==> src/hdl/tfp_pkg.sv <==
`timescale 1ns / 1ps
`default_nettype none

package tfp_pkg;

    localparam int LANES = 8;

    // 3-bit source select per lane, lane 0 in the low bits
    localparam logic [23:0] DEF_LANE_SOURCE_MAP = 24'd16434824;
    localparam logic [7:0]  DEF_REVERSED_LANES  = 8'd0;

    // round(2^32 / 9.80665): newtons Q7.8 to kilograms Q16.16 after >> 24
    localparam logic signed [29:0] KG_RECIP = 30'sd437964779;

    localparam logic signed [15:0] ZERO_FORCE_PWM = 16'sd1500;
    localparam logic signed [15:0] PWM_MAX        = 16'sh7FFF;
    localparam logic signed [15:0] PWM_MIN        = 16'sh8000;

    localparam logic [63:0] LIMIT_RESET = 64'h05DC05DC05DC05DC;

    typedef enum logic [2:0] {
        REG_NEG_CUBIC_QUAD  = 3'd0,
        REG_NEG_LIN_CONST   = 3'd1,
        REG_POS_CUBIC_QUAD  = 3'd2,
        REG_POS_LIN_CONST   = 3'd3,
        REG_FLOOR_LOW       = 3'd4,
        REG_FLOOR_HIGH      = 3'd5,
        REG_CEILING_LOW     = 3'd6,
        REG_CEILING_HIGH    = 3'd7
    } t_reg_idx;

    typedef logic signed [15:0] t_pwm;

    // Q16.16 polynomial coefficients of one side
    typedef struct packed {
        logic signed [31:0] c3;
        logic signed [31:0] c2;
        logic signed [31:0] c1;
        logic signed [31:0] c0;
    } t_coef;

    typedef struct packed {
        t_coef neg;
        t_coef pos;
    } t_coef_pair;

    typedef struct packed {
        logic signed [15:0] force_0;
        logic signed [15:0] force_1;
        logic signed [15:0] force_2;
        logic signed [15:0] force_3;
        logic signed [15:0] force_4;
        logic signed [15:0] force_5;
        logic signed [15:0] force_6;
        logic signed [15:0] force_7;
    } t_force_word;

    typedef struct packed {
        logic signed [15:0] pwm_0;
        logic signed [15:0] pwm_1;
        logic signed [15:0] pwm_2;
        logic signed [15:0] pwm_3;
        logic signed [15:0] pwm_4;
        logic signed [15:0] pwm_5;
        logic signed [15:0] pwm_6;
        logic signed [15:0] pwm_7;
    } t_pwm_word;

endpackage

`default_nettype wire

==> src/hdl/tfp_merge.sv <==
`timescale 1ns / 1ps
`default_nettype none

module tfp_merge (
    input  wire                  i_clk,
    input  wire                  i_rst_n,
    input  wire                  i_en,
    input  wire                  i_valid,
    input  wire tfp_pkg::t_pwm   i_pwm   [tfp_pkg::LANES],
    input  wire tfp_pkg::t_pwm   i_floor [tfp_pkg::LANES],
    input  wire tfp_pkg::t_pwm   i_ceil  [tfp_pkg::LANES],
    output logic                 o_valid,
    output tfp_pkg::t_pwm_word   o_word
);
    import tfp_pkg::*;

    t_pwm      w_clamp [LANES];
    t_pwm_word n_word;
    t_pwm_word r_word;
    logic      r_valid;

    // floor is checked first: when the limits cross, a word below the floor gets the floor, any other the ceiling
    always_comb begin
        for (int i = 0; i < LANES; i++) begin
            if (i_pwm[i] < i_floor[i]) begin
                w_clamp[i] = i_floor[i];
            end else if (i_pwm[i] > i_ceil[i]) begin
                w_clamp[i] = i_ceil[i];
            end else begin
                w_clamp[i] = i_pwm[i];
            end
        end
    end

    always_comb begin
        n_word.pwm_0 = w_clamp[0];
        n_word.pwm_1 = w_clamp[1];
        n_word.pwm_2 = w_clamp[2];
        n_word.pwm_3 = w_clamp[3];
        n_word.pwm_4 = w_clamp[4];
        n_word.pwm_5 = w_clamp[5];
        n_word.pwm_6 = w_clamp[6];
        n_word.pwm_7 = w_clamp[7];
    end

    always_ff @(posedge i_clk) begin
        if (!i_rst_n) begin
            r_valid <= 1'b0;
        end else if (i_en) begin
            r_valid <= i_valid;
        end
    end

    always_ff @(posedge i_clk) begin
        if (i_en) begin
            r_word <= n_word;
        end
    end

    assign o_valid = r_valid;
    assign o_word  = r_word;

endmodule

`default_nettype wire

==> config.mk <==
export PLATFORM = sky130hd
export DESIGN_NAME = tfp_merge
export DESIGN_NICKNAME = d
export VERILOG_FILES = /design/src/hdl/tfp_pkg.sv /design/src/hdl/tfp_merge.sv
export SDC_FILE = /design/constraint.sdc
export NUM_CORES = 1
export LEC_CHECK = 0
export ABC_CLOCK_PERIOD_IN_PS = 2600
export BUFFER_PORTS_ARGS = -buffer_cell sky130_fd_sc_hd__buf_2
export CAP_MARGIN = 20
export CORE_AREA = 5 5 200 202
export DETAILED_ROUTE_END_ITERATION = 10
export DIE_AREA = 0 0 205 207
export SETUP_SLACK_MARGIN = 0.15
export SLEW_MARGIN = 0
export SYNTH_ARGS = -nofsm -noshare
export SYNTH_HDL_FRONTEND = slang
export SYNTH_SLANG_ARGS = --single-unit
==> constraint.sdc <==
create_clock -name i_clk -period 2.6 [get_ports i_clk]
set_input_delay 0.13 -clock i_clk [delete_from_list [all_inputs] [get_ports i_clk]]
set_output_delay 0.13 -clock i_clk [all_outputs]
set_load 0.005 [all_outputs]
==> reports/metrics.csv <==
stage,metric,value,unit
sta,max_clock_freq,444,MHz
setup_path,startpoint,i_floor[48],
floorplanning,ios,517,
logic_synthesis,syn_avg_cell_area,10.2,um^2
route,dr_total_vias,11800,
sta,fin_crit_sh,86.6,%
final_layout,num-fill-cells,3701,
logic_synthesis,syn_area,13100,um^2
global_route,grt.total_usage,21.1,%
sta,finalHoldViolations,0,
power_and_ir_drop,peakVddDrop,0.000466,V
cts,cts-root-buf,clkbuf_16,
route,routedWlPerCell,19.3,um
logic_synthesis,synth_edf_count,128,
global_route,antenna_found_initial,8,
setup_path,crit_path_start_kind,primary input,
floorplanning,rows,72,
floorplanning,die_w,205,um
setup_path,r2r_slack,1440,ps
sta,slew_violations,0,
placement,place_ws,-25.7,ps
final_layout,multi_input_area,8100,um^2
logic_synthesis,syn_inst,1288,
setup_path,worstReg2RegEnd,o_valid,
cts,clk_pin_slew,70,ps
logic_synthesis,ys_warn_count,0,
hold_path,hp-class,primary input to flip-flop,
flow_run,cap_viol_max_count,0,
floorplanning,start_util,34.4,%
sta,post-route-min-period,2250,ps
cts,cts_tree,yes,
sta,relSlewSlack,47.1,%
route,firstDrtPassIters,7,
logic_synthesis,async_flop_share,0,%
logic_synthesis,synth_fp_nets,1924,
power_and_ir_drop,combPwrFrac,35.0,%
global_route,grt_overflow,0,
setup_path,r2r-start,o_valid,
logic_synthesis,ys_seq_area_share,29.5,%
sta,worst_slew_pin_slew,773,ps
setup_path,arrival,2540,ps
logic_synthesis,synthAdderAreaFrac,23.7,%
cts,htreeDepth,4,
hold_path,min_from,i_floor[7],
route,drtIter0Drc,511,
cts,clkSinkCount,129,
final_layout,area_growth,32.2,%
global_route,grt_max_degree,40,
sta,rsz0062_at_grt,false,
sta,fin_skew,0,ps
power_and_ir_drop,p_per_area,471,nW/um^2
cts,numCtsBuffers,17,
logic_synthesis,synth_cell_types,68,
final_layout,seq_area,3860,um^2
final_layout,drive_gt1_share,33.5,%
route,viasPerCell,4.94,
logic_synthesis,synth-compound-area-share,10.7,%
logic_synthesis,synth_top_family_by_area,adder cells,
global_route,grt_pass1_vias,12500,
setup_path,r2r_cells,3,
floorplanning,die_h,207,um
setup_path,cp.required,2890,ps
setup_path,endpoint,o_word[61],
placement,hpwlAfterDp,39700,um
logic_synthesis,synth-seq-cells,129,
setup_path,path_class,primary input to flip-flop,
route,drc_errors,0,
setup_path,cp_max_fo,7,
global_route,grt_pass1_wl,70300,um
logic_synthesis,synthMuxAreaShare,20.2,%
floorplanning,core,38100,um^2
sta,final.setup.tns,0,ps
power_and_ir_drop,switchingPower,2.59,mW
logic_synthesis,synth_simple_gate_area_share,7.13,%
cts,cts_max_path_buffers,2,
cts,insertion_delay,440,ps
placement,portBuffers,516,
setup_path,worst_setup_path_end_kind,flip-flop,
outcome,status,"complete, no violations",
sta,setup_viol,0,
cts,postCtsSetupRepairBufs,0,
power_and_ir_drop,power_frac_seq,33.7,%
power_and_ir_drop,power.internal,5.58,mW
route,drt_wl_total,46100,um
sta,hold_slack,37.4,ps
power_and_ir_drop,switching_share,31.7,%
floorplanning,die_area,42400,um^2
route,final_antenna_net_count,0,
final_layout,fin_nets,2494,
logic_synthesis,synth_xor_area_share,0,%
logic_synthesis,synth_ff_type,edfxtp_1,
placement,gp_congestion,0.943,
power_and_ir_drop,pwr-share-clk,31.4,%
power_and_ir_drop,cellLeakagePower,9.61,nW
sta,timing.final.ws_setup,348,ps
Yosys cell counts, drive strengths merged, types with 17 or more instances:
cell type,count,area share (%)
a21o,39,2.2
a21oi,65,2.5
buf,19,1.2
edfxtp,128,29
ha,248,24
inv,266,7.6
mux2i,249,19
nand2,30,0.86
nand3,17,0.74
nand4,33,1.6
nor2,17,0.49
o21ai,33,1.3
power groups by stage:
stage	Sequential (mW)	Clock, mW	Combinational [mW]
2_1_floorplan	2.82	0	1.53
6_report	2.75	2.56	2.85
4_1_cts	2.75	2.64	2.88
5_1_grt	2.77	2.74	3.15
3_3_place_gp	2.79	0	2.81
3_5_place_dp	2.79	0	2.85
critical path, cell delays in order:
cell and delay (ps):
dlygate4sd3_1 550, buf_2 130, a21boi_0 250, o21ai_0 120, o2bb2ai_1 170, o32a_1 350, a32oi_2 360, buf_4 260
mux2i_1 220
layer usage:
layer  share of wire (%)  vias to the layer above  track usage [%]
li1                    -                     5840                -
met1                  41                     5532             24.9
met2                  50                      393             37.7
met3                 7.1                       50             5.80
met4                 1.8                        6             5.17
met5               0.087                        -                0
flip-flops by register name, summed over array words and instances, names as in the netlist:
register	count
o_valid	1
o_word	128
kinds of logic (layout without fill, tap and decap cells):
family,after synthesis,in the layout
flops,129,129
other cells,0,6
buf+inv,285,868
simple gates,160,160
fa+ha+maj,248,248
mux,261,261
compound gates,205,205
metrics by stage:
step	utilization [%]	std cells	power, mW	area (um^2)
after global routing	45.5	2393	8.66	17300
after global placement	43.7	2349	5.60	16600
final	45.5	2395	8.16	17300
after CTS	45.5	2389	8.27	17300
after floorplan	-	1288	4.36	13100
after detailed placement	43.7	2350	5.64	16600
worst min path at each step:
stage	slack, ps	cells past startpoint	endpoint
after global routing	10	3	o_word[0]
final	40	3	o_word[7]
after floorplan	240	0	o_word[0]
after CTS	2	3	o_word[1]
after global placement	340	2	o_valid
after detailed placement	360	2	o_valid
final cells by class:
cell class	count	area share [%]
antenna	6	0.0866
clock buffer	24	2.89
clock inverter	8	0.585
inverter	266	5.76
multi-input combinational	874	46.7
sequential	129	22.3
tap	518	3.74
timing repair buffer	570	17.9
layout by cell type (no fill, tap or decap), types with 28 or more instances in the layout:
cell / count
a21o_1: 39
a21oi_1: 63
buf_2: 515
buf_4: 39
edfxtp_1: 128
ha_1: 248
inv_1: 266
mux2i_1: 245
nand2_1: 30
nand4_1: 33
o21ai_0: 28
repair_timing:
| action | CTS | global route |
|---|---|---|
| resized for setup | 0 | 0 |
| hold buffers | 7 | 0 |
| hold endpoints to repair | 6 | 0 |
Power figures use the tool's default switching activity.
